==> src/rtl/core/gpi_pkg.sv <==
// Shared widths, body record and arithmetic unit request types for the gravity integrator.
package gpi_pkg;

  localparam int DEF_MAX_BODIES = 1024;

  localparam int Q_W        = 32;   // Q16.16 word
  localparam int IDX_W      = 10;   // body slot field
  localparam int BC_W       = 11;   // body_count register
  localparam int MD_W       = 17;   // min_dist_sq register
  localparam int CFG_IDX_W  = 2;
  localparam int CFG_DATA_W = 32;

  localparam int DIFF_W  = Q_W + 1;            // separation, signed
  localparam int MUL_A_W = 2 * DIFF_W;         // squared distance, Q32.32
  localparam int MUL_B_W = DIFF_W + 1;         // distance, mass, |separation|
  localparam int MUL_P_W = 100;                // largest product: D * r
  localparam int SQ_IN_W  = MUL_A_W;
  localparam int SQ_OUT_W = MUL_B_W;
  localparam int DIV_W   = MUL_P_W;
  localparam int K_W     = 64;                 // inverse cube distance
  localparam int K_EXP   = 88;                 // numerator is 2^K_EXP
  localparam int T_SHIFT = 24;                 // mass scaling shift
  localparam int DV_SHIFT = 32;                // velocity change shift
  localparam int MAG_W   = DIFF_W;             // velocity change magnitude

  // Input item action codes.
  typedef enum logic [1:0] {
    ACT_LOAD = 2'd0,
    ACT_STEP = 2'd1,
    ACT_READ = 2'd2,
    ACT_NONE = 2'd3
  } action_t;

  // Config register indexes.
  typedef enum logic [CFG_IDX_W-1:0] {
    CFG_BODY_COUNT  = 2'd0,
    CFG_MIN_DIST_SQ = 2'd1
  } cfg_reg_t;

  typedef struct packed {
    logic [Q_W-1:0] px;
    logic [Q_W-1:0] py;
    logic [Q_W-1:0] pz;
    logic [Q_W-1:0] vx;
    logic [Q_W-1:0] vy;
    logic [Q_W-1:0] vz;
    logic [Q_W-1:0] m;
  } body_t;

  typedef struct packed {
    logic               start;
    logic [MUL_A_W-1:0] a;
    logic [MUL_B_W-1:0] b;
  } mul_req_t;

  typedef struct packed {
    logic               start;
    logic [SQ_IN_W-1:0] val;
  } sqrt_req_t;

  typedef struct packed {
    logic             start;
    logic [DIV_W-1:0] den;
  } div_req_t;

endpackage

==> src/rtl/core/gpi_serial_mul.sv <==
// Shift-add multiplier, one multiplier bit per cycle.
module gpi_serial_mul (
  input  logic                         clk,
  input  logic                         rst,
  input  gpi_pkg::mul_req_t            req,
  output logic                         done,
  output logic [gpi_pkg::MUL_P_W-1:0]  prod
);

  localparam int P     = gpi_pkg::MUL_P_W;
  localparam int B     = gpi_pkg::MUL_B_W;
  localparam int CNT_W = $clog2(B + 1);

  logic [P-1:0]     a_sh;
  logic [B-1:0]     b_sh;
  logic [CNT_W-1:0] cnt;
  logic             busy;

  always_ff @(posedge clk) begin
    if (rst) begin
      busy <= 1'b0;
      done <= 1'b0;
      cnt  <= '0;
    end else begin
      done <= 1'b0;
      if (req.start) begin
        busy <= 1'b1;
        cnt  <= CNT_W'(B);
        prod <= '0;
        a_sh <= P'(req.a);
        b_sh <= req.b;
      end else if (busy) begin
        if (b_sh[0]) begin
          prod <= prod + a_sh;
        end
        a_sh <= a_sh << 1;
        b_sh <= b_sh >> 1;
        cnt  <= cnt - CNT_W'(1);
        if (cnt == CNT_W'(1)) begin
          busy <= 1'b0;
          done <= 1'b1;
        end
      end
    end
  end

endmodule

==> config.mk <==
export PLATFORM = sky130hd
export DESIGN_NAME = gpi_serial_mul
export DESIGN_NICKNAME = d
export VERILOG_FILES = /design/src/rtl/core/gpi_pkg.sv /design/src/rtl/core/gpi_serial_mul.sv
export SDC_FILE = /design/constraint.sdc
export NUM_CORES = 1
export LEC_CHECK = 0
export BUFFER_PORTS_ARGS = -buffer_cell sky130_fd_sc_hd__buf_2
export CORE_ASPECT_RATIO = 1.25
export CORE_MARGIN = 2
export CORE_UTILIZATION = 30
export CTS_BUF_LIST = sky130_fd_sc_hd__clkbuf_8
export DETAILED_ROUTE_END_ITERATION = 16
export GPL_ROUTABILITY_DRIVEN = 0
export GPL_TIMING_DRIVEN = 0
export HOLD_SLACK_MARGIN = 0.12
export PLACE_DENSITY_LB_ADDON = 0.12
export REMOVE_ABC_BUFFERS = 1
export SLEW_MARGIN = 10
export SYNTH_ARGS = -nofsm -noshare
export SYNTH_HDL_FRONTEND = slang
export SYNTH_SLANG_ARGS = --single-unit
==> constraint.sdc <==
create_clock -name clk -period 8.6 [get_ports clk]
set_input_delay 0.86 -clock clk [delete_from_list [all_inputs] [get_ports clk]]
set_output_delay 0.86 -clock clk [all_outputs]
set_load 0.01 [all_outputs]
# Word level (Yosys, flattened, before mapping)
# Cells that the tools add are included.
# classes
n_mux	12
reduce_logical	6
n_eq_ne	1
n_addsub	2
bitwise	2
# op_table
cell	count
100-bit 2-to-1 mux	3
100-bit adder	1
34-bit 2-to-1 mux	2
66-bit 2-to-1 mux	1
6-bit 2-to-1 mux	2
6-bit by 1-bit == test with 1-bit output (second input constant)	1
6-bit by 1-bit subtractor with 6-bit output (second input constant)	1
1-bit 2-to-1 mux	4
2-bit nonzero test	2
3-bit AND reduction	1
3-bit OR reduction	1
1-bit NOT	2
2-bit AND reduction	1
2-bit OR reduction	1
# totals
out_inout_bits	101
regBits	242
input_bits	103

# Logic depth before layout (Yosys ltp)
# logic_depth
word_depth	4
mapped_depth	13

# Worst setup path before layout
# OpenSTA, ideal clock, no wires.
# synth_timing
kind	input port to flip-flop
startpoint	in req[100] (netlist name)
endpoint	reg prod[0] (netlist name) (enable)
path_slack_ns	2.104
t_arrival_ns	5.936
path_stages	5
required_time_ns	8.041
path_buffers	2
setup_ns	0.559
cell_sequence	clkbuf_1 > clkbuf_1 > nor2_1 > or2_2 > nor2_1
# synth_between
elab_chain_len	2
elab_cells_between_ends	3
cone_classes	reduce/logical (3)
# synth_rtl
item	line	text
start, declared	gpi_serial_mul.sv:5	input gpi_pkg::mul_req_t req,
2-bit nonzero test (no source line)	-	
3-bit AND reduction (no source line) *	-	
end signal, assigned	gpi_serial_mul.sv:34	prod <= prod + a_sh;
end, declared	gpi_serial_mul.sv:7	output logic [gpi_pkg::MUL_P_W-1:0] prod
# Every way passes the cells marked *; elsewhere a longest branch is shown, timed or not.
# A chain may end at the register's enable or synchronous reset.

# Worst setup path after layout
# layout_timing
startpoint	reg a_sh[21]
endpoint	reg prod[91] (netlist name) (data pin)
# layout_between
elab_chain_len	3
# layout_rtl
item	line	text
start, declared	gpi_serial_mul.sv:14	logic [P-1:0] a_sh;
start signal, assigned	gpi_serial_mul.sv:30	a_sh <= P'(req.a);
start signal, assigned	gpi_serial_mul.sv:36	a_sh <= a_sh << 1;
100-bit adder	gpi_serial_mul.sv:34	
100-bit 2-to-1 mux	gpi_serial_mul.sv:33	if (b_sh[0]) begin
100-bit 2-to-1 mux	gpi_serial_mul.sv:32	end else if (busy) begin
# Every way passes these cells. The select of a mux whose other input is x is not followed.

==> summary.txt <==
CTS
  – Post-cts hold buffer count: 0
  – H-tree depth: 2
  – CTS buffer count: 46
  – Clock Path Buffers: 3
  – Clk_lat worst skew: roughly 0.62 ns
  – Clock Sinks: 242
  – CTS root buf: clkbuf_8
  – Clk slew on worst S/H paths: 0.06 ns
  – Postcts setup bufs: 0
  – CTS resizes: 0
  – TritonCTS clock tree: yes

STA
  – Worst-Margin Slew: 0.791 ns
  – WHS: 0.522 ns
  – Final slew viol count: 0
  – Fmax: 231 MHz
  – Final Critical Period: 4.33 ns
  – Final Skew: 0.0215 ns
  – Unrepaired setup endpoints after global routing: false
  – Fin. Hold Viols: 0
  – Period utilisation layout: about half
  – Setup_tns: 0 ns
  – Setup-failing EPs final: 0
  – Max_slew headroom: 46.8%
  – Final Worst Setup Slack: 4.27 ns

Run
  – Max-cap check violation count: 0

Synth
  – Syn_area_per_cell: 10.5 um2
  – Synth Area in Simple Gates: 13.9%
  – Warnings, synthesis: 0
  – Synthesized area: 15400 um2
  – Post-Synth XOR/XNOR Area: 5.16%
  – Register area share after synthesis: a little under half
  – Combinational family with the most area after synthesis: compound AO/OA/AOI/OAI gates
  – Post-synth EDFFs: 234
  – Syn Inst Count: 1466
  – Adder and majority gate portion of the synthesized area: 8.32%
  – Distinct cell type count of the synthesized netlist: 71
  – Compound-Gate Fraction of Synth Area: approximately 16%
  – Mux cell area share after synthesis: 7.44%
  – Synth Register Bits: 242
  – Post-synth ARST share: 0%
  – Main synth FF type: edfxtp_1

Floorplanning
  – Die ar.: 53300 um2
  – Chip Height: 258 um
  – Die Wd: 207 um
  – Ports: 204
  – Rows: 92
  – Placeable Area: 50600 um2
  – Initial Util: 30.5%

Placed design
  – DP Worst Slack: 4.29 ns
  – Hpwl dp: 33.5 mm
  – PortBufs: slightly above 200

Run status
  – Status: finished, final reports clean

Layout
  – Most common cell after layout, fill and taps aside: edfxtp_1
  – Fillcell total: 5227
  – Area grow syn2layout: 17.1%
  – Layout cell share with drive strength beyond 1: 23.7%
  – Layout Nets: 1858
  – Commonest cells after routing, fill and taps aside: edfxtp_1, buf_2, nor2_1

Setup path
  – Worst EP arrival: around 4.7 ns
  – CP max FO: 8
  – Crit path launch type: register
  – Worst EP required: 8.97 ns
  – CP Cell Sequence: ha_1 -> and4_1 -> nor2b_1 -> nand2_1 -> a21oi_1 -> o21ai_0 -> o21ai_1 -> a21oi_1 -> o21ai_1 -> nand4_1 -> and3_1 -> o21a_1
  – Worst stage delay on the critical path: 0.63 ns
  – CP endpoint kind: register
  – R2R setup slack: 4.27 ns
  – Critical path class: reg -> reg
  – Critical-path top delay cell: o21ai_1

Routing
  – Vias: 11800
  – Total Wirelength: between 40 and 50 mm
  – DRC Markers: 0
  – DR iter-0 viols: 657
  – DR vias/cell: between 5 and 6
  – DRT Pass-1 Iters: 5
  – Routed Antenna Nets: 0
  – Wire per inst: 19.0 um

Global routing
  – First-pass GRT wire length: about 69 mm
  – Grt total ovfl: 0
  – Tot GR Track Use: 16.6%
  – Largest net degree at the start of global routing: 93
  – Initial antenna violation count: 4
  – Vias in the first global route: roughly 12000

Power
  – VDD IR max: roughly 120 uV
  – Leak: between 7 and 8 nW
  – Final Total Pwr: around 3.5 mW
  – Pwr dens: 195 nW/um2

Worst hold path
  – Min-delay worst type: in -> reg
-- logic make-up (layout without fill, tap and decap cells) --
group	Yosys count	count (layout)
buffers and inverters	95	319
adder cells (fa/ha/maj)	102	102
AO/OA/AOI/OAI	384	384
multiplexers	102	102
XOR/XNOR	91	91
flip-flops	242	242
other	0	1
AND/OR/NAND/NOR	450	450
-- synth_stat cells (all sizes together), types with 7 or more instances --
library cell	instances	area (um2)
xnor2	51	447
o21bai	27	203
nor2	169	642
a21o	52	390
ha	101	1260
nand4	47	294
and2	8	50.1
nor2b	51	319
nand2	96	363
nor3	19	100
a21oi	153	796
o21ai	83	427
and3	11	68.8
buf	16	76.3
o211ai	8	60.1
o21a	9	67.6
inv	24	90.1
a31oi	10	62.6
nor4	8	50.1
xor2	40	350
a211oi	7	57.6
mux2	102	1150
nand2b	11	68.8
edfxtp	234	7030
dfxtp	8	160
nand3	16	85.1
clkbuf	55	210
-- power by group --
part / switching [mW] / internal (mW) / leakage (nW) / total, mW
clock: 0.536 / 0.593 / 0.516 / 1.13
sequential: 0.0478 / 1.42 / 2.31 / 1.47
combinational: 0.554 / 0.368 / 4.25 / 0.922
total: 1.14 / 2.38 / 7.08 / 3.52
-- final timing paths --
kind	start	to	depth (start not counted)
worst max-delay path	a_sh[21]	prod[91]	12
worst min-delay path	rst	cnt[1]	2
worst max register to register	a_sh[21]	prod[91]	12
worst min register to register	b_sh[9]	b_sh[8]	1
-- area by class of cell --
class	instances	area, um2	area share, %
clock inverter	35	193	1.07
antenna	1	2.50	0.0139
timing repair buffer	210	1200	6.62
inverter	24	97.6	0.540
sequential	242	7190	39.8
tap	658	823	4.56
clock buffer	50	688	3.81
multi-input combinational	1129	7880	43.6
-- registers in the layout (all words and copies together) (netlist names) --
register,flops
a_sh,100
prod,100
b_sh,34
cnt,6
busy,1
done,1
-- stage by stage --
stage	instances	area (um2)	utilization, %
3_5_place_dp	2263	17200	33.9
6_report	2349	18100	35.7
3_3_place_gp	2256	17000	33.5
5_1_grt	2349	18100	35.7
4_1_cts	2348	18100	35.7
2_1_floorplan	1395	15100	-
-- worst max-delay path, delay by kind of cell (launching register included) --
| family | cells | cell delay [ns] |
|---|---|---|
| AOI/OAI and AO/OA | 6 | 2.06 |
| DFF | 1 | 0.40 |
| and+or+nand+nor | 5 | 1.17 |
| adders and majority gates | 1 | 0.44 |
-- layer usage --
layer / GRT usage [%] / part of all wire [%] / vias to the layer above
met3: 4.39 / 5.9 / 82
met1: 20.1 / 42 / 5595
met5: 0 / 0.074 / -
li1: - / - / 5842
met2: 28.2 / 48 / 275
met4: 6.01 / 3.3 / 4
Note: power is estimated with default switching activity, not from simulation.
