`src/rtl/core/gpi_pkg.sv`:
```
// Shared widths, body record and arithmetic unit request types for the gravity integrator.
package gpi_pkg;

  localparam int DEF_MAX_BODIES = 1024;

  localparam int Q_W        = 32;   // Q16.16 word
  localparam int IDX_W      = 10;   // body slot field
  localparam int BC_W       = 11;   // body_count register
  localparam int MD_W       = 17;   // min_dist_sq register
  localparam int CFG_IDX_W  = 2;
  localparam int CFG_DATA_W = 32;

  localparam int DIFF_W  = Q_W + 1;            // separation, signed
  localparam int MUL_A_W = 2 * DIFF_W;         // squared distance, Q32.32
  localparam int MUL_B_W = DIFF_W + 1;         // distance, mass, |separation|
  localparam int MUL_P_W = 100;                // largest product: D * r
  localparam int SQ_IN_W  = MUL_A_W;
  localparam int SQ_OUT_W = MUL_B_W;
  localparam int DIV_W   = MUL_P_W;
  localparam int K_W     = 64;                 // inverse cube distance
  localparam int K_EXP   = 88;                 // numerator is 2^K_EXP
  localparam int T_SHIFT = 24;                 // mass scaling shift
  localparam int DV_SHIFT = 32;                // velocity change shift
  localparam int MAG_W   = DIFF_W;             // velocity change magnitude

  // Input item action codes.
  typedef enum logic [1:0] {
    ACT_LOAD = 2'd0,
    ACT_STEP = 2'd1,
    ACT_READ = 2'd2,
    ACT_NONE = 2'd3
  } action_t;

  // Config register indexes.
  typedef enum logic [CFG_IDX_W-1:0] {
    CFG_BODY_COUNT  = 2'd0,
    CFG_MIN_DIST_SQ = 2'd1
  } cfg_reg_t;

  typedef struct packed {
    logic [Q_W-1:0] px;
    logic [Q_W-1:0] py;
    logic [Q_W-1:0] pz;
    logic [Q_W-1:0] vx;
    logic [Q_W-1:0] vy;
    logic [Q_W-1:0] vz;
    logic [Q_W-1:0] m;
  } body_t;

  typedef struct packed {
    logic               start;
    logic [MUL_A_W-1:0] a;
    logic [MUL_B_W-1:0] b;
  } mul_req_t;

  typedef struct packed {
    logic               start;
    logic [SQ_IN_W-1:0] val;
  } sqrt_req_t;

  typedef struct packed {
    logic             start;
    logic [DIV_W-1:0] den;
  } div_req_t;

endpackage

```
`src/rtl/core/gpi_isqrt.sv`:
```
// Integer square root, one result bit per cycle.
module gpi_isqrt (
  input  logic                          clk,
  input  logic                          rst,
  input  gpi_pkg::sqrt_req_t            req,
  output logic                          done,
  output logic [gpi_pkg::SQ_OUT_W-1:0]  root
);

  localparam int IW    = gpi_pkg::SQ_IN_W;
  localparam int STEPS = IW / 2;
  localparam int RW    = STEPS + 3;
  localparam int CNT_W = $clog2(STEPS + 1);

  logic [IW-1:0]    val;
  logic [RW-1:0]    rem;
  logic [STEPS-1:0] acc;
  logic [CNT_W-1:0] cnt;
  logic             busy;
  logic [RW-1:0]    rem_sh;
  logic [RW-1:0]    trial;

  assign rem_sh = {rem[RW-3:0], val[IW-1 -: 2]};
  assign trial  = RW'({acc, 2'b01});
  assign root   = gpi_pkg::SQ_OUT_W'(acc);

  always_ff @(posedge clk) begin
    if (rst) begin
      busy <= 1'b0;
      done <= 1'b0;
      cnt  <= '0;
    end else begin
      done <= 1'b0;
      if (req.start) begin
        busy <= 1'b1;
        cnt  <= CNT_W'(STEPS);
        val  <= req.val;
        rem  <= '0;
        acc  <= '0;
      end else if (busy) begin
        val <= val << 2;
        if (rem_sh >= trial) begin
          rem <= rem_sh - trial;
          acc <= {acc[STEPS-2:0], 1'b1};
        end else begin
          rem <= rem_sh;
          acc <= {acc[STEPS-2:0], 1'b0};
        end
        cnt <= cnt - CNT_W'(1);
        if (cnt == CNT_W'(1)) begin
          busy <= 1'b0;
          done <= 1'b1;
        end
      end
    end
  end

endmodule

```
`config.mk`:
```
export PLATFORM = sky130hd
export DESIGN_NAME = gpi_isqrt
export DESIGN_NICKNAME = d
export VERILOG_FILES = /design/src/rtl/core/gpi_pkg.sv /design/src/rtl/core/gpi_isqrt.sv
export SDC_FILE = /design/constraint.sdc
export NUM_CORES = 1
export LEC_CHECK = 0
export ABC_AREA = 1
export BUFFER_PORTS_ARGS = -buffer_cell sky130_fd_sc_hd__buf_2
export CORE_UTILIZATION = 40
export CTS_CLUSTER_DIAMETER = 80
export CTS_CLUSTER_SIZE = 14
export DETAILED_ROUTE_END_ITERATION = 6
export SETUP_SLACK_MARGIN = 0.2
export SKIP_LAST_GASP = 1
export SLEW_MARGIN = 40
export SYNTH_ARGS = -nofsm -noshare
export SYNTH_HDL_FRONTEND = slang
export SYNTH_SLANG_ARGS = --single-unit
```
`constraint.sdc`:
```
create_clock -name clk -period 11.13 [get_ports clk]
set_input_delay 1.113 -clock clk [delete_from_list [all_inputs] [get_ports clk]]
set_output_delay 1.113 -clock clk [all_outputs]
set_load 0.01 [all_outputs]
```
### Yosys cells after proc, flatten, opt, wreduce, memory -nomap -nowiden

Cells that the tools add are included.

| word-level totals | value |
|---|---|
| flip-flop bits (word level) | 141 |
| input bits | 69 |

| operators by class | value |
|---|---|
| add/subtract/negate cells | 2 |
| order comparisons | 1 |
| equal/unequal tests | 1 |
| mux-type cells | 12 |
| bitwise operators | 2 |
| reductions and logical operators | 4 |

Operator list:

| cell | number |
|---|---|
| $mux 66 | 2 |
| $mux 34 | 2 |
| $ge 36x35->1 | 1 |
| $sub 34x34->34 | 1 |
| $mux 33 | 1 |
| $mux 6 | 2 |
| $eq 6x1->1 const B | 1 |
| $sub 6x1->6 const B | 1 |
| $mux 1 | 5 |
| $reduce_or 3->1 | 1 |
| $not 1->1 | 2 |
| $reduce_and 2->1 | 1 |
| $reduce_bool 2->1 | 1 |
| $reduce_or 2->1 | 1 |

### Logic depth before layout (Yosys ltp)

| logic depth | value |
|---|---|
| word-level depth | 4 |
| mapped depth | 17 |

### Least setup slack after synthesis

Ideal clock, no wire load.

| timing path | value |
|---|---|
| kind | input -> register |
| start | input req[66] (netlist bit) |
| end | register acc[0] (enable) |
| arrival | 6.824 ns |
| data required time | 10.502 ns |
| slack | 3.678 ns |
| stages | 3 |
| path buffers | 1 |
| path through | buf_6 -> nor2_1 -> nor2_1 |

| between the ends | value |
|---|---|
| longest elaborated chain between the ends | 2 |

RTL lines:

| item | line | text |
|---|---|---|
| start: declaration | gpi_isqrt.sv:5 | `input gpi_pkg::sqrt_req_t req,` |
| $reduce_bool 2->1 (no source line) | -- |  |
| $reduce_and 2->1 (no source line) | -- |  |
| end signal: assignment | gpi_isqrt.sv:44 | `acc <= {acc[STEPS-2:0], 1'b1};` |
| end signal: assignment | gpi_isqrt.sv:47 | `acc <= {acc[STEPS-2:0], 1'b0};` |
| end: declaration | gpi_isqrt.sv:17 | `logic [STEPS-1:0] acc;` |

Every way passes these cells.
A chain may end at the register's enable or synchronous reset.

### Final worst setup path

| timing path | value |
|---|---|
| start | input req[66] (netlist bit) |
| end | register rem[14] (enable) |

| between the ends | value |
|---|---|
| longest elaborated chain between the ends | 2 |

RTL lines:

| item | line | text |
|---|---|---|
| $reduce_bool 2->1 (no source line) | -- |  |
| $reduce_and 2->1 (no source line) | -- |  |
| end signal: assignment | gpi_isqrt.sv:43 | `rem <= rem_sh - trial;` |
| end signal: assignment | gpi_isqrt.sv:46 | `rem <= rem_sh;` |
| end: declaration | gpi_isqrt.sv:16 | `logic [RW-1:0] rem;` |

Every way passes these cells.

==> impl_metrics.sql <==
INSERT INTO impl_metrics (metric_group, metric, value, unit) VALUES
('global_routing', 'global_route.overflow_total', '0', ''),
('routing', 'ant_nets', '0', ''),
('worst_setup_path', 'rr_worst_depth', '12', ''),
('layout', 'flow.area_growth_from_synthesis', '14.84', '%'),
('routing', 'route.detailed.wl_per_inst', '12.86', 'um'),
('cts', 'cts.sinks', '141', ''),
('power_and_ir_drop', 'power_density_over_cell_area', '158.4', 'mW/mm^2'),
('power_and_ir_drop', 'vdd_drop_max', '0.1044', 'mV'),
('worst_setup_path', 'path_common_cell', 'sky130_fd_sc_hd__buf_4', ''),
('yosys', 'syn-mean-instance-area', '7.833', 'um^2'),
('die', 'ioPinCount', '104', ''),
('timing', 'setup_ws', '8.336', 'ns'),
('worst_setup_path', 'crit_slowest_cell', 'sky130_fd_sc_hd__buf_6', ''),
('worst_setup_path', 'worst-setup-path-type', 'input pin to flop', ''),
('routing', 'dr.first_iter.drc_count', '392', ''),
('hold_path', 'hp-class', 'flop to flop', ''),
('routing', 'drc_errors', '0', ''),
('cts', 'cts_hold_buffers', '0', ''),
('worst_setup_path', 'timing.critical_path.cells', 'buf_4 -> nor2_1 -> nor2_4 -> buf_4 -> buf_6', ''),
('power_and_ir_drop', 'p_switching', '536.7', 'uW'),
('flow_run', 'max_cap_violations', '0', ''),
('worst_setup_path', 'critical_path_arrival', '2.85', 'ns'),
('die', 'coreArea', '0.02129', 'mm^2'),
('worst_setup_path', 'end_kind', 'flop', ''),
('hold_path', 'worst_hold_path.endpoint', 'val[9]$_DFFE_PP_', ''),
('timing', 'slew_headroom', '0.4822', ''),
('yosys', 'synth.ff_latch_count', '141', ''),
('global_routing', 'vias_in_the_first_global_route', '6862', ''),
('placement', 'worst_setup_slack_before_clock_tree_synthesis', '7.846', 'ns'),
('worst_setup_path', 'worst-r2r-setup-slack', '8.52', 'ns'),
('layout', 'nFillCells', '2160', ''),
('cts', 'cts_tree', 'done', ''),
('yosys', 'synth_cell_types', '45', ''),
('worst_setup_path', 'critical_path.startpoint_type', 'input pin', ''),
('layout', 'commonest_non_fill_non_tap_cells_in_the_layout', 'sky130_fd_sc_hd__nand2_1, sky130_fd_sc_hd__inv_1, sky130_fd_sc_hd__edfxtp_1, sky130_fd_sc_hd__nor2_1, sky130_fd_sc_hd__buf_2', ''),
('timing', 'setup_viol', '0', ''),
('worst_setup_path', 'crit_required', '11.19', 'ns'),
('placement', 'hpwl', '13840', 'um'),
('cts', 'htree_levels', '4', ''),
('cts', 'clk_transition_reported_paths', '0.07', 'ns'),
('cts', 'post_cts_resized', '0', ''),
('cts', 'worstSkewPairLatency', '0.43', 'ns'),
('timing', 'timing.final.hold_violations', '0', ''),
('global_routing', 'grt_pass1_wl', '32530', 'um'),
('power_and_ir_drop', 'clock_power_share', '0.363', ''),
('die', 'die_y', '150.5', 'um'),
('global_routing', 'global_route.usage.total', '0.1829', ''),
('yosys', 'synth-seq-area-share', '0.4710', ''),
('timing', 'post-route-min-period', '2.794', 'ns'),
('cts', 'cts_root_buffer', 'sky130_fd_sc_hd__clkbuf_16', ''),
('worst_setup_path', 'rr_endpoint', 'rem[23]$_SDFFCE_PP0P_', ''),
('cts', 'cts_post_setup_buffers_inserted', '0', ''),
('routing', 'via_density_per_instance', '4.659', ''),
('hold_path', 'hold_path_depth', '2', ''),
('worst_setup_path', 'timing.critical_path.from', 'req[66]', ''),
('placement', 'globalplace.congestion', '0.8715', ''),
('routing', 'detail_route.first_pass.iterations', '5', ''),
('global_routing', 'grt_start_max_net_pins', '106', ''),
('die', 'die_width', '150.5', 'um'),
('routing', 'detail_route.wirelength', '19410', 'um'),
('yosys', 'synth-warning-count', '0', ''),
('layout', 'finalNetCount', '1327', ''),
('run_status', 'outcome', 'finished, final reports clean', ''),
('worst_setup_path', 'cp_slowest_stage_delay', '0.62', 'ns'),
('power_and_ir_drop', 'internal_power', '1068', 'uW'),
('cts', 'cts_made_buffers', '17', ''),
('timing', 'timing_max_transition_violations_final', '0', ''),
('layout', 'drive_gt1_frac', '0.1621', ''),
('yosys', 'post_synth_instance_area', '0.008820', 'mm^2'),
('timing', 'least_margin_pin_slew', '0.7767', 'ns'),
('layout', 'antennaDiodeCount', '0', '');
## kinds of logic after synthesis
kind of cell	count (synthesis)	share of synthesized area
other	1	0.0004252
and+or+nand+nor	671	0.3171
buffers and inverters	194	0.09420
AOI/OAI and AO/OA	65	0.04795
DFF	141	0.4710
adders and majority gates	37	0.05249
xor gates and xnor gates	17	0.01688
## through the flow
step,hold slack [ns],total power [uW],util,area (um^2),std cells
after global routing,0.5251,1694,0.4758,10130,1509
after CTS,0.5058,1619,0.4758,10130,1509
after global placement,0.4903,1032,0.4466,9507,1477
final,0.5139,1605,0.4758,10130,1509
after detailed placement,0.4943,1035,0.4470,9514,1477
after floorplan,0.4710,954.9,-,8820,1126
## sequential cells by signal, summed over array words and instances, names as in the netlist
name and flops:
val 66, rem 34, acc 33, cnt 6
busy 1, done 1
## layout make-up
| type | count | area (um^2) | share of cell area |
|---|---|---|---|
| Multi-Input combinational cell | 791 | 3842 | 0.3794 |
| Clock inverter | 15 | 188.9 | 0.01865 |
| Timing Repair Buffer | 106 | 550.5 | 0.05435 |
| Sequential cell | 141 | 4154 | 0.4101 |
| Clock buffer | 17 | 425.4 | 0.04200 |
| Tap cell | 275 | 344.1 | 0.03397 |
| Inverter | 164 | 623.1 | 0.06152 |
## cells in the mapped netlist (all sizes together)
cell / number / area share
nand2: 464 / 0.20
inv: 163 / 0.070
nor2: 150 / 0.073
edfxtp: 133 / 0.45
ha: 37 / 0.052
nand3: 32 / 0.020
o21bai: 28 / 0.024
a21oi: 26 / 0.016
clkbuf: 19 / 0.0092
xor2: 15 / 0.015
buf: 11 / 0.014
dfxtp: 8 / 0.018
nand3b: 8 / 0.0068
nand4: 8 / 0.0064
o21ai: 5 / 0.0028
nor3: 3 / 0.0017
a21o: 2 / 0.0017
a31oi: 2 / 0.0014
nor4: 2 / 0.0014
xnor2: 2 / 0.0020
a211oi: 1 / 0.00085
and2: 1 / 0.00071
and3: 1 / 0.00071
clkinv: 1 / 0.00043
conb: 1 / 0.00043
nor3b: 1 / 0.00085
o21a: 1 / 0.00085
or2: 1 / 0.00071
## metal layers
| layer | track usage | part of all wire | up-vias |
|---|---|---|---|
| li1 | - | - | 3709 |
| met1 | 0.2453 | 0.48 | 3147 |
| met2 | 0.3000 | 0.46 | 159 |
| met3 | 0.03455 | 0.049 | 15 |
| met4 | 0.05202 | 0.012 | 0 |
| met5 | 0 | 0 | - |
## power by group through the flow
stage                     sequential [uW]  combinational [uW]  clock [uW]
after floorplan                       667                 288           0
after global placement                662                 370           0
after detailed placement              663                 373           0
after CTS                             652                 375         593
after global routing                  655                 425         613
final                                 651                 371         583
## worst max-delay path by stage
| stage | to | slack, ns | cells after the start |
|---|---|---|---|
| 2_1_floorplan | acc[0]$_SDFFCE_PP0P_ | 3.68 | 3 |
| 3_3_place_gp | rem[19]$_SDFFCE_PP0P_ | 7.62 | 5 |
| 3_5_place_dp | rem[19]$_SDFFCE_PP0P_ | 7.85 | 5 |
| 4_1_cts | rem[15]$_SDFFCE_PP0P_ | 8.30 | 5 |
| 5_1_grt | rem[14]$_SDFFCE_PP0P_ | 8.16 | 5 |
| 6_report | rem[14]$_SDFFCE_PP0P_ | 8.34 | 5 |
## worst max-delay path: cells and delay by family
kind                   cells  cell delay (ns)
buffers and inverters      3             1.46
AND/OR/NAND/NOR            2             0.19
(Power assumes the default switching activity.)
