## src/rtl/core/gpi_pkg.sv

```systemverilog
// Shared widths, body record and arithmetic unit request types for the gravity integrator.
package gpi_pkg;

  localparam int DEF_MAX_BODIES = 1024;

  localparam int Q_W        = 32;   // Q16.16 word
  localparam int IDX_W      = 10;   // body slot field
  localparam int BC_W       = 11;   // body_count register
  localparam int MD_W       = 17;   // min_dist_sq register
  localparam int CFG_IDX_W  = 2;
  localparam int CFG_DATA_W = 32;

  localparam int DIFF_W  = Q_W + 1;            // separation, signed
  localparam int MUL_A_W = 2 * DIFF_W;         // squared distance, Q32.32
  localparam int MUL_B_W = DIFF_W + 1;         // distance, mass, |separation|
  localparam int MUL_P_W = 100;                // largest product: D * r
  localparam int SQ_IN_W  = MUL_A_W;
  localparam int SQ_OUT_W = MUL_B_W;
  localparam int DIV_W   = MUL_P_W;
  localparam int K_W     = 64;                 // inverse cube distance
  localparam int K_EXP   = 88;                 // numerator is 2^K_EXP
  localparam int T_SHIFT = 24;                 // mass scaling shift
  localparam int DV_SHIFT = 32;                // velocity change shift
  localparam int MAG_W   = DIFF_W;             // velocity change magnitude

  // Input item action codes.
  typedef enum logic [1:0] {
    ACT_LOAD = 2'd0,
    ACT_STEP = 2'd1,
    ACT_READ = 2'd2,
    ACT_NONE = 2'd3
  } action_t;

  // Config register indexes.
  typedef enum logic [CFG_IDX_W-1:0] {
    CFG_BODY_COUNT  = 2'd0,
    CFG_MIN_DIST_SQ = 2'd1
  } cfg_reg_t;

  typedef struct packed {
    logic [Q_W-1:0] px;
    logic [Q_W-1:0] py;
    logic [Q_W-1:0] pz;
    logic [Q_W-1:0] vx;
    logic [Q_W-1:0] vy;
    logic [Q_W-1:0] vz;
    logic [Q_W-1:0] m;
  } body_t;

  typedef struct packed {
    logic               start;
    logic [MUL_A_W-1:0] a;
    logic [MUL_B_W-1:0] b;
  } mul_req_t;

  typedef struct packed {
    logic               start;
    logic [SQ_IN_W-1:0] val;
  } sqrt_req_t;

  typedef struct packed {
    logic             start;
    logic [DIV_W-1:0] den;
  } div_req_t;

endpackage

```

## src/rtl/core/gpi_recip_div.sv

```systemverilog
// Restoring divider for 2^K_EXP / den, saturating the quotient to K_W bits.
module gpi_recip_div (
  input  logic                     clk,
  input  logic                     rst,
  input  gpi_pkg::div_req_t        req,
  output logic                     done,
  output logic [gpi_pkg::K_W-1:0]  quot
);

  localparam int DW    = gpi_pkg::DIV_W;
  localparam int KW    = gpi_pkg::K_W;
  localparam int KE    = gpi_pkg::K_EXP;
  localparam int CNT_W = $clog2(KE + 1);

  logic [DW-1:0]    den;
  logic [DW-1:0]    rem;
  logic [KW-1:0]    q;
  logic             over;
  logic [CNT_W-1:0] bit_pos;
  logic             busy;
  logic [DW:0]      rem_sh;
  logic             ge;

  assign rem_sh = {rem, bit_pos == CNT_W'(KE)};
  assign ge     = rem_sh >= {1'b0, den};
  assign quot   = over ? '1 : q;

  always_ff @(posedge clk) begin
    if (rst) begin
      busy    <= 1'b0;
      done    <= 1'b0;
      bit_pos <= '0;
    end else begin
      done <= 1'b0;
      if (req.start) begin
        busy    <= 1'b1;
        bit_pos <= CNT_W'(KE);
        den     <= req.den;
        rem     <= '0;
        q       <= '0;
        over    <= 1'b0;
      end else if (busy) begin
        if (ge) begin
          rem <= DW'(rem_sh - {1'b0, den});
        end else begin
          rem <= DW'(rem_sh);
        end
        q <= {q[KW-2:0], ge};
        if (ge && (bit_pos >= CNT_W'(KW))) begin
          over <= 1'b1;
        end
        bit_pos <= bit_pos - CNT_W'(1);
        if (bit_pos == '0) begin
          busy <= 1'b0;
          done <= 1'b1;
        end
      end
    end
  end

endmodule

```

## config.mk

```make
export PLATFORM = sky130hd
export DESIGN_NAME = gpi_recip_div
export DESIGN_NICKNAME = d
export VERILOG_FILES = /design/src/rtl/core/gpi_pkg.sv /design/src/rtl/core/gpi_recip_div.sv
export SDC_FILE = /design/constraint.sdc
export NUM_CORES = 1
export LEC_CHECK = 0
export BUFFER_PORTS_ARGS = -buffer_cell sky130_fd_sc_hd__clkbuf_2
export CAP_MARGIN = 20
export CORE_AREA = 2 2 174 176
export CTS_BUF_LIST = sky130_fd_sc_hd__clkbuf_4
export DETAILED_ROUTE_END_ITERATION = 6
export DIE_AREA = 0 0 176 178
export GPL_ROUTABILITY_DRIVEN = 0
export PLACE_DENSITY = 0.9
export SLEW_MARGIN = 25
export SYNTH_ARGS = -nofsm -noshare
export SYNTH_HDL_FRONTEND = slang
export SYNTH_SLANG_ARGS = --single-unit
```

## constraint.sdc

```tcl
create_clock -name clk -period 11.37 [get_ports clk]
set_clock_uncertainty 0.15 [all_clocks]
set_input_delay 3.411 -clock clk [delete_from_list [all_inputs] [get_ports clk]]
set_output_delay 3.411 -clock clk [all_outputs]
set_load 0.05 [all_outputs]
```

Word level (Yosys, flattened, before mapping)

Index checks and enable logic that the tools add are counted.
W data, S select, Z words.

Input bits: 103
Output and inout port bits: 65
Logic and storage cells: 36
Register bits after elaboration: 274

Equality and inequality tests: 1
Reductions and logical operators: 9
$add $sub $neg: 2
Bitwise logic cells: 2
Muxes and demuxes: 12
Magnitude comparators: 2

Operators by type and width:

| kind                  | number |
|---|---|
| $mux W100             | 2 |
| $mux W64              | 2 |
| $ge A101 B100 Y1      | 1 |
| $sub A100 B100 Y100   | 1 |
| $mux W7               | 2 |
| $eq A7 B7 Y1 const B  | 1 |
| $ge A7 B7 Y1 const B  | 1 |
| $logic_not A7 Y1      | 1 |
| $sub A7 B1 Y7 const B | 1 |
| $mux W1               | 6 |
| $reduce_and A2 Y1     | 2 |
| $reduce_bool A2 Y1    | 2 |
| $reduce_and A3 Y1     | 1 |
| $reduce_or A3 Y1      | 1 |
| $not A1 Y1            | 2 |
| $reduce_or A2 Y1      | 1 |
| $logic_and A1 B1 Y1   | 1 |

Longest topological paths before layout

Gate-level depths: netlist of run 1.

Depth after elaboration: 5
Depth in mapped cells: 19
Depth with buffers taken out: 18

Worst setup path after synthesis of run 1

No wires, ideal clock.

Path type: input-to-reg
From: input port req[100] (netlist name)
To: register den[0] (enable)
Stages on the path: 4
Setup slack: 2.295 ns
Library setup time: 0.560 ns
Buffers on the path: 2
Arrival: 8.364 ns
Path through: clkbuf_1 -> clkbuf_1 -> clkinv_1 -> nor2_1

Word-level cells in the longest chain between the ends: 1

RTL lines:

| what                               | line                | source |
|---|---|---|
| from (decl)                        | gpi_recip_div.sv:5  | `input gpi_pkg::div_req_t req,` |
| $reduce_and A2 Y1 (no source line) | --                  |  |
| to (signal assigned)               | gpi_recip_div.sv:38 | `den <= req.den;` |
| to (decl)                          | gpi_recip_div.sv:15 | `logic [DW-1:0] den;` |

Every way passes these cells.
A chain may end at the register's enable or synchronous reset.

Final worst setup path of run 1

From: input port req[100] (netlist name)
To: register rem[77] (enable)

Word-level cells in the longest chain between the ends: 2

RTL lines:

| what                                | line                | source |
|---|---|---|
| $reduce_bool A2 Y1 (no source line) | --                  |  |
| $reduce_and A2 Y1 (no source line)  | --                  |  |
| to (signal assigned)                | gpi_recip_div.sv:44 | `rem <= DW'(rem_sh - {1'b0, den});` |
| to (signal assigned)                | gpi_recip_div.sv:46 | `rem <= DW'(rem_sh);` |
| to (decl)                           | gpi_recip_div.sv:16 | `logic [DW-1:0] rem;` |

Every way passes these cells.

==> impl_metrics.json, run 1 <==
{
  "outcome": "finished clean",
  "fp.dieH_um": 178,
  "cts_tree": "yes",
  "seq_area_frac_synth_pct": 46.4,
  "cp_slowest_stage_delay_ps": 890,
  "ff_latch_area_um2": 8140,
  "power.leakage_nw": 8.08,
  "hold_viol": 0,
  "path_class": "input port to register",
  "vias_per_cell": 6.00,
  "yosysTopAreaCell": "edfxtp_1",
  "end_kind": "register",
  "critPathMaxFanout": 91,
  "path_cells": "buf_4, nor2_1, or2_2, inv_6, buf_4",
  "maxCapViolCount": 0,
  "wirelength_um": 41500,
  "synth_warnings": 0,
  "power_density_nw_per_um2": 160,
  "dp_slack_ps": 4690,
  "path_common_cell": "buf_4",
  "io_pins": 168,
  "fillers": 2280,
  "hpwl_um": 29600,
  "p_sw_share_pct": 34.7,
  "cp.required_ps": 11480,
  "synthFlopType": "edfxtp_1",
  "maxSlewHeadroom_pct": 33.4,
  "synthCells": 1872,
  "synth.top_cell.area_share_pct": 45.4,
  "combPwrFrac_pct": 31.0,
  "drive_above_1_share_pct": 18.6,
  "ir_drop_v": 0.000109,
  "seq_power_share_pct": 40.7,
  "intPower_mw": 2.03,
  "multi_input_area_um2": 8470,
  "rows": 63,
  "grt_pass1_wl_um": 67600,
  "maxSlewViolCount": 0,
  "critPathArrivalTime_ps": 6130,
  "area_growth_syn_to_layout_pct": 10.9,
  "grt_pass1_vias": 14100,
  "wl_per_cell_um": 16.9,
  "clock_latency_ps": 730,
  "nNetsFinal": 2224,
  "min_period_ps": 6010,
  "synth_edf_count": 265,
  "avgSynthCellArea_um2": 9.37,
  "finalSetupTns_ps": 0,
  "hold_class": "register to register",
  "drt_iter0_markers": 1720,
  "cts-root-buf": "clkbuf_4",
  "antenna_found_initial": 1,
  "fmax_ghz": 0.166,
  "instances_no_fill": 2460,
  "min_period_over_period_pct": 52.9,
  "die_w_um": 176,
  "syn-num-nets": 2077,
  "final_cell_mix": "265 x edfxtp_1, 253 x nand2_1, 230 x a21oi_1",
  "grt.overflow.total": 0,
  "utilization_pct": 66.2,
  "die-area_um2": 31300,
  "dp_cells": 2334,
  "clkPwrFrac_pct": 28.3,
  "path_clk_slew_ps": 60,
  "core_um2": 29400,
  "synth_area_leaders": "edfxtp_1 45%, ha_1 7.2%, a21oi_1 6.6%",
  "cts_buffers": 73,
  "route.detailed.drc": 0,
  "critPathLaunchType": "input port",
  "cts.path.max_buffers": 3,
  "timing.final.ws_setup_ps": 5360,
  "post_cts_resized": 0,
  "finalSetupViolCount": 0,
  "yosys_register_bits": 274,
  "cts.sinks": 274,
  "cts-htree-levels": 3,
  "ctsHoldBuffers": 0,
  "switching_power_mw": 1.08,
  "dr.pass1.iters": 6,
  "tightest_slew_ps": 999,
  "vias": 14800,
  "postCtsSetupBuffers": 0,
  "final_common_cell": "edfxtp_1",
  "syn_area_um2": 17500,
  "critical-path-slowest-cell": "buf_4",
  "start_util_pct": 59.7,
  "grt_max_degree": 92,
  "port_buffers": 167,
  "drtAntennaViolNets": 0,
  "synth.distinct_cells": 76,
  "async_reset_ff_share_pct": 0,
  "rsz0062_at_grt": "false",
  "grt_util_all_layers_pct": 26.5
}
worst max-delay path, delay by kind of cell:
| kind | cells | cell delay (ps) |
|---|---|---|
| simple gates | 2 | 470 |
| buf+inv | 3 | 2120 |
state kept, by name, indices dropped and copies added (netlist names):
register	count
bit_pos	7
rem	100
over	1
done	1
den	100
q	64
busy	1
layer usage:
| layer | GRT usage, % | vias to the layer above | share of wire [%] |
|---|---|---|---|
| li1 | - | 6987 | - |
| met1 | 34.8 | 6808 | 41 |
| met2 | 43.0 | 809 | 46 |
| met3 | 4.90 | 159 | 9.3 |
| met4 | 12.1 | 0 | 4.2 |
| met5 | 0 | - | 0 |
power by group through the flow:
stage / combinational [mW] / sequential, mW / clock (mW)
after CTS: 0.943 / 1.26 / 0.901
after floorplan: 0.740 / 1.27 / 0
after detailed placement: 0.935 / 1.28 / 0
final: 0.963 / 1.26 / 0.880
after global routing: 1.06 / 1.27 / 0.952
after global placement: 0.903 / 1.28 / 0
final cells by class:
type                            count  area share [%]
Inverter                          133            2.59
Multi-Input combinational cell   1361            43.5
Clock buffer                      100            3.86
Timing Repair Buffer              176            4.76
Clock inverter                     25           0.907
Sequential cell                   274            41.8
Tap cell                          390            2.51
Antenna cell                        1          0.0129
path summary, 6_finish.rpt:
check / start / end / slack (ps) / cells after the start
max reg2reg: bit_pos[0]$_SDFFE_PP0P_ / rem[96]$_SDFFCE_PP0P_ / 6100 / 17
min reg2reg: bit_pos[1]$_SDFFE_PP0P_ / bit_pos[1]$_SDFFE_PP0P_ / 340 / 2
min: bit_pos[1]$_SDFFE_PP0P_ / bit_pos[1]$_SDFFE_PP0P_ / 340 / 2
max: req[100] / rem[77]$_SDFFCE_PP0P_ / 5360 / 5
per-stage QoR:
| step | hold slack, ps | instance area (um^2) | total power, mW |
|---|---|---|---|
| after floorplan | 319 | 17500 | 2.01 |
| after global placement | 336 | 18500 | 2.18 |
| after detailed placement | 343 | 18500 | 2.22 |
| after CTS | 351 | 19500 | 3.10 |
| after global routing | 389 | 19500 | 3.28 |
| final | 343 | 19500 | 3.11 |
synth_stat cells (all sizes together) (8+ instances only):
library cell,count
a31oi,8
nand2,253
nand3,21
xnor2,67
clkbuf,56
ha,101
o21ai,87
buf,48
nand2b,13
or2,67
o21bai,26
nand4,55
o211ai,8
xor2,32
edfxtp,265
nor3,31
inv,132
nor2b,71
o21a,15
dfxtp,9
a21o,52
a211oi,28
a21oi,234
nor2,113
logic make-up after synthesis:
family	after synthesis	synth area share (%)
AOI/OAI and AO/OA	498	17.6
xor gates and xnor gates	99	4.94
adders and majority gates	102	7.32
buffers and inverters	237	5.44
DFF	274	46.4
muxes	1	0.0571
and+or+nand+nor	661	18.2
Power figures use the tool's default switching activity.
==> run 2: changes to the inputs <==
Settings changed: CORE_AREA 2 2 174 176 to 2 2 180 182, DIE_AREA 0 0 176 178 to 0 0 182 184, PLACE_DENSITY 0.9 to 0.89.
Clock period 11.37 ns to 5.2 ns, I/O delays scaled along.
==> impl_metrics.json, run 2 (synthesized netlist as in run 1, its figures left out) <==
{
  "outcome": "finished with violations",
  "violations": "design-rule violations",
  "grt_util_all_layers_pct": 25.3,
  "die-area_um2": 33500,
  "hold_class": "register to register",
  "dr.pass1.iters": 7,
  "tightest_slew_ps": 973,
  "grt_pass1_wl_um": 69200,
  "power_density_nw_per_um2": 352,
  "wl_per_cell_um": 17.1,
  "drt_iter0_markers": 1788,
  "hold_path_depth": 2,
  "cts-htree-levels": 3,
  "min_period_over_period_pct": 95.2,
  "regToRegEndpoint": "rem[96]$_SDFFCE_PP0P_",
  "maxSlewHeadroom_pct": 35.1,
  "hold_path_end": "bit_pos[1]$_SDFFE_PP0P_",
  "clock_latency_ps": 720,
  "port_buffers": 167,
  "grt.overflow.total": 0,
  "start_util_pct": 55.9,
  "finalSetupTns_ps": 0,
  "cp.required_ps": 5610,
  "route.detailed.drc": 2,
  "rows": 65,
  "rsz0062_at_grt": "false",
  "wirelength_um": 42500,
  "power.leakage_nw": 8.15,
  "path_clk_slew_ps": 70,
  "largestRegisters": "den (100), rem (100), q (64)",
  "nNetsFinal": 2231,
  "hold_viol": 0,
  "core_um2": 31400,
  "critPathLaunchType": "register",
  "critPathMaxFanout": 7,
  "vias_per_cell": 5.92,
  "power.total_mw": 6.89,
  "r2r_cells": 17,
  "grt_max_degree": 97,
  "end_kind": "register",
  "path_class": "register to register",
  "dp_cells": 2350,
  "antenna_found_initial": 1,
  "holdCritStartpoint": "bit_pos[1]$_SDFFE_PP0P_",
  "finalSetupViolCount": 0,
  "min_period_ps": 4950,
  "ir_drop_v": 0.000294,
  "cts-root-buf": "clkbuf_4",
  "die_w_um": 182,
  "fillers": 2508,
  "grt_pass1_vias": 14300,
  "drtAntennaViolNets": 0,
  "area_growth_syn_to_layout_pct": 11.7,
  "instances_no_fill": 2483,
  "r2r_slack_ps": 250,
  "maxSlewViolCount": 0,
  "cts_tree": "yes",
  "hpwl_um": 30400,
  "final_cell_mix": "265 x edfxtp_1, 253 x nand2_1, 230 x a21oi_1",
  "maxCapViolCount": 0,
  "drive_above_1_share_pct": 19.1,
  "critPathArrivalTime_ps": 5350,
  "utilization_pct": 62.4,
  "cts.sinks": 274,
  "io_pins": 168,
  "cts.path.max_buffers": 3,
  "final_common_cell": "edfxtp_1",
  "r2r_start": "bit_pos[0]$_SDFFE_PP0P_",
  "cts_buffers": 74,
  "ctsHoldBuffers": 0,
  "vias": 14700,
  "fmax_ghz": 0.202,
  "post_cts_resized": 0,
  "fp.dieH_um": 184
}
## run 2: changes by cell type in the layout (fill, tap and decap cells not counted), sizes merged
cell    before  now
clkbuf     266  276
clkinv      20   15
buf         10   16
## run 2: timing repair
action                                 in CTS  in global routing
buffers inserted                            0                  2
endpoints found under the hold margin       0                  0
setup endpoints to repair                   0                  1
## run 2: worst max-delay path, cell delays in order (launching register included)
cell,delay (ps)
dfxtp_1,330
inv_1,60
ha_1,160
nand2b_1,90
or4b_2,670
ha_1,240
fa_1,410
nor2b_1,160
o211ai_1,130
a311oi_2,290
o21ai_1,140
a21oi_1,330
nor2_1,180
o211ai_2,270
a21oi_1,290
nor4bb_1,210
or4_1,520
a21oi_1,180
## run 2: how the worst max path moves through the flow
stage / from / end / slack, ps / cells after the start
2_1_floorplan: rst / q[0]$_SDFFCE_PP0P_ / 160 / 3
3_3_place_gp: bit_pos[0]$_SDFFE_PP0P_ / rem[96]$_SDFFCE_PP0P_ / 440 / 17
3_5_place_dp: bit_pos[0]$_SDFFE_PP0P_ / rem[96]$_SDFFCE_PP0P_ / 240 / 17
4_1_cts: bit_pos[0]$_SDFFE_PP0P_ / rem[96]$_SDFFCE_PP0P_ / 260 / 17
5_1_grt: bit_pos[1]$_SDFFE_PP0P_ / rem[96]$_SDFFCE_PP0P_ / 20 / 17
6_report: bit_pos[0]$_SDFFE_PP0P_ / rem[96]$_SDFFCE_PP0P_ / 250 / 17
## run 2: where the power goes
part           internal (mW)  leakage, nW  total [mW]  switching [mW]
logic                  0.780         4.94        2.14            1.35
clock network           1.07        0.581        2.00           0.931
registers               2.67         2.63        2.76          0.0908
total                   4.52         8.15        6.89            2.38
## run 2: routing by layer
layer | vias up | share of wire [%] | global-route usage [%]
li1 | 6985 | - | -
met1 | 6797 | 41 | 33.0
met2 | 787 | 46 | 41.1
met3 | 133 | 8.6 | 5.25
met4 | 0 | 3.6 | 10.8
met5 | - | 0 | 0
## run 2: per-stage QoR
stage          area (um^2)  hold slack [ps]  setup WS, ps
2_1_floorplan        17600              319           157
3_3_place_gp         18600              342           442
3_5_place_dp         18600              352           244
4_1_cts              19600              362           256
5_1_grt              19600              386          15.6
6_report             19600              360           251
## run 2: area by class of cell
type	count	area, um^2	area share, %
Multi-Input combinational cell	1361	8470	43.2
Sequential cell	274	8140	41.5
Timing Repair Buffer	182	1000	5.11
Clock buffer	110	826	4.22
Inverter	133	503	2.57
Tap cell	402	503	2.57
Clock inverter	20	145	0.741
Antenna cell	1	2.50	0.0128
==> run 3: changes to the inputs <==
Settings changed: CELL_PAD_IN_SITES_DETAIL_PLACEMENT from default to 1, CELL_PAD_IN_SITES_GLOBAL_PLACEMENT from default to 2, CORE_AREA 2 2 180 182 to 2 2 227 229, DIE_AREA 0 0 182 184 to 0 0 229 231, PLACE_DENSITY 0.89 to 0.88.
==> impl_metrics.json, run 3 (synthesized netlist as in run 1, its figures left out) <==
{
  "outcome": "finished clean",
  "critical-path-slowest-cell": "or4b_2",
  "fp.dieH_um": 231,
  "rsz0062_at_grt": "false",
  "grt_pass1_wl_um": 82200,
  "cts.sinks": 274,
  "drive_above_1_share_pct": 19.0,
  "die-area_um2": 52900,
  "critPathArrivalTime_ps": 5320,
  "wirelength_um": 51000,
  "min_period_over_period_pct": 94.9,
  "grt_max_degree": 116,
  "start_util_pct": 34.6,
  "finalSetupViolCount": 0,
  "holdCritStartpoint": "bit_pos[1]$_SDFFE_PP0P_",
  "hold_path_end": "bit_pos[1]$_SDFFE_PP0P_",
  "cp.required_ps": 5590,
  "port_buffers": 167,
  "vias": 14400,
  "power.leakage_nw": 8.19,
  "maxCapViolCount": 0,
  "min_period_ps": 4930,
  "cts.path.max_buffers": 3,
  "end_kind": "register",
  "finalSetupTns_ps": 0,
  "maxSlewHeadroom_pct": 38.1,
  "nNetsFinal": 2238,
  "path_buf_inv": 1,
  "io_pins": 168,
  "path_clk_slew_ps": 60,
  "wl_per_cell_um": 18.4,
  "final_common_cell": "edfxtp_1",
  "cts_tree": "yes",
  "cts-root-buf": "clkbuf_4",
  "grt.overflow.total": 0,
  "post_cts_resized": 0,
  "hold_class": "register to register",
  "cp_slowest_stage_delay_ps": 680,
  "ir_drop_v": 0.000208,
  "drt_iter0_markers": 735,
  "cp_num_cells": 18,
  "tightest_slew_ps": 921,
  "clock_latency_ps": 840,
  "area_growth_syn_to_layout_pct": 14.3,
  "hold_viol": 0,
  "maxSlewViolCount": 0,
  "final_cell_mix": "265 x edfxtp_1, 253 x nand2_1, 229 x a21oi_1",
  "cts_buffers": 81,
  "critPathMaxFanout": 4,
  "antenna_found_initial": 2,
  "hold_path_depth": 2,
  "die_w_um": 229,
  "grt_util_all_layers_pct": 19.3,
  "r2r_start": "bit_pos[0]$_SDFFE_PP0P_",
  "path_class": "register to register",
  "holdWs_ps": 389,
  "drtAntennaViolNets": 0,
  "regToRegEndpoint": "rem[98]$_SDFFCE_PP0P_",
  "r2r_slack_ps": 270,
  "grt_pass1_vias": 15400,
  "vias_per_cell": 5.19,
  "power_density_nw_per_um2": 356,
  "ctsHoldBuffers": 0,
  "worst_path_dominant_cell_family": "compound AO/OA/AOI/OAI gates",
  "r2r_cells": 18,
  "rows": 83,
  "critPathLaunchType": "register",
  "cts-htree-levels": 3,
  "route.detailed.drc": 0,
  "dr.pass1.iters": 4,
  "largestRegisters": "den (100), rem (100), q (64)",
  "postCtsSetupBuffers": 0,
  "fmax_ghz": 0.203,
  "core_um2": 50700,
  "hpwl_um": 37500,
  "path_cells": "inv_1, ha_1, nand2b_1, or4b_2, ha_1, fa_1, nor2b_1, o211ai_1, a311oi_2, o21ai_1, a21bo_2, o2111a_1, a21oi_2, nand2b_1, nand2_1, nor3_1, o311ai_0, o21ai_0"
}
[run 3: cell types whose count changed in the layout (fill, tap and decap cells not counted), sizes merged]
| cell | previous run | this run |
|---|---|---|
| clkinv | 15 | 32 |
| clkbuf | 276 | 270 |
| bufinv | 2 | 4 |
| diode | 1 | 3 |
| inv | 134 | 136 |
| clkinvlp | 2 | 1 |
[run 3: tightest hold or removal path: cells and delay by family, from the launching register on]
kind,cells,cell delay [ps]
AOI/OAI and AO/OA,1,70
DFF,1,320
and+or+nand+nor,1,100
[run 3: stage by stage]
stage / setup slack [ps] / utilization [%] / total power [mW] / std cells / area, um^2
global route: 12.0 / 39.6 / 7.61 / 2777 / 20100
floorplan: 157 / - / 4.39 / 1872 / 17600
CTS: 193 / 39.5 / 7.26 / 2774 / 20000
detailed placement: 253 / 37.4 / 4.98 / 2630 / 19000
global placement: 396 / 37.4 / 4.93 / 2630 / 19000
finish: 267 / 39.6 / 7.15 / 2777 / 20100
[run 3: layout make-up]
cell class              count  area, um^2
diodes                      3        7.51
multi-input cells        1361        8480
well taps                 680         851
repair buffers            182        1000
flip-flops and latches    274        8140
fillers                  5937       30600
inverters                 133         503
clock inverters            40         294
clock buffers             104         781
[run 3: worst max path at each step]
stage                                  startpoint               endpoint  slack, ps
after global routing      bit_pos[0]$_SDFFE_PP0P_  rem[98]$_SDFFCE_PP0P_         10
after floorplan                               rst     q[0]$_SDFFCE_PP0P_        160
after CTS                 bit_pos[0]$_SDFFE_PP0P_  rem[88]$_SDFFCE_PP0P_        190
after detailed placement  bit_pos[0]$_SDFFE_PP0P_  rem[88]$_SDFFCE_PP0P_        250
final                     bit_pos[0]$_SDFFE_PP0P_  rem[98]$_SDFFCE_PP0P_        270
after global placement    bit_pos[0]$_SDFFE_PP0P_  rem[76]$_SDFFCE_PP0P_        400
[run 3: metal layers]
layer,global-route usage [%],part of all wire (%),up-vias
met5,0,0,-
met4,5.95,2.2,0
met3,4.01,4.5,82
met1,25.1,45,7004
li1,-,-,7009
met2,32.4,48,317
[run 3: report_power, final]
part	internal, mW	total (mW)	switching [mW]
sequential	2.67	2.76	0.0919
clock	1.16	2.20	1.04
combinational	0.785	2.19	1.41
total	4.61	7.15	2.54
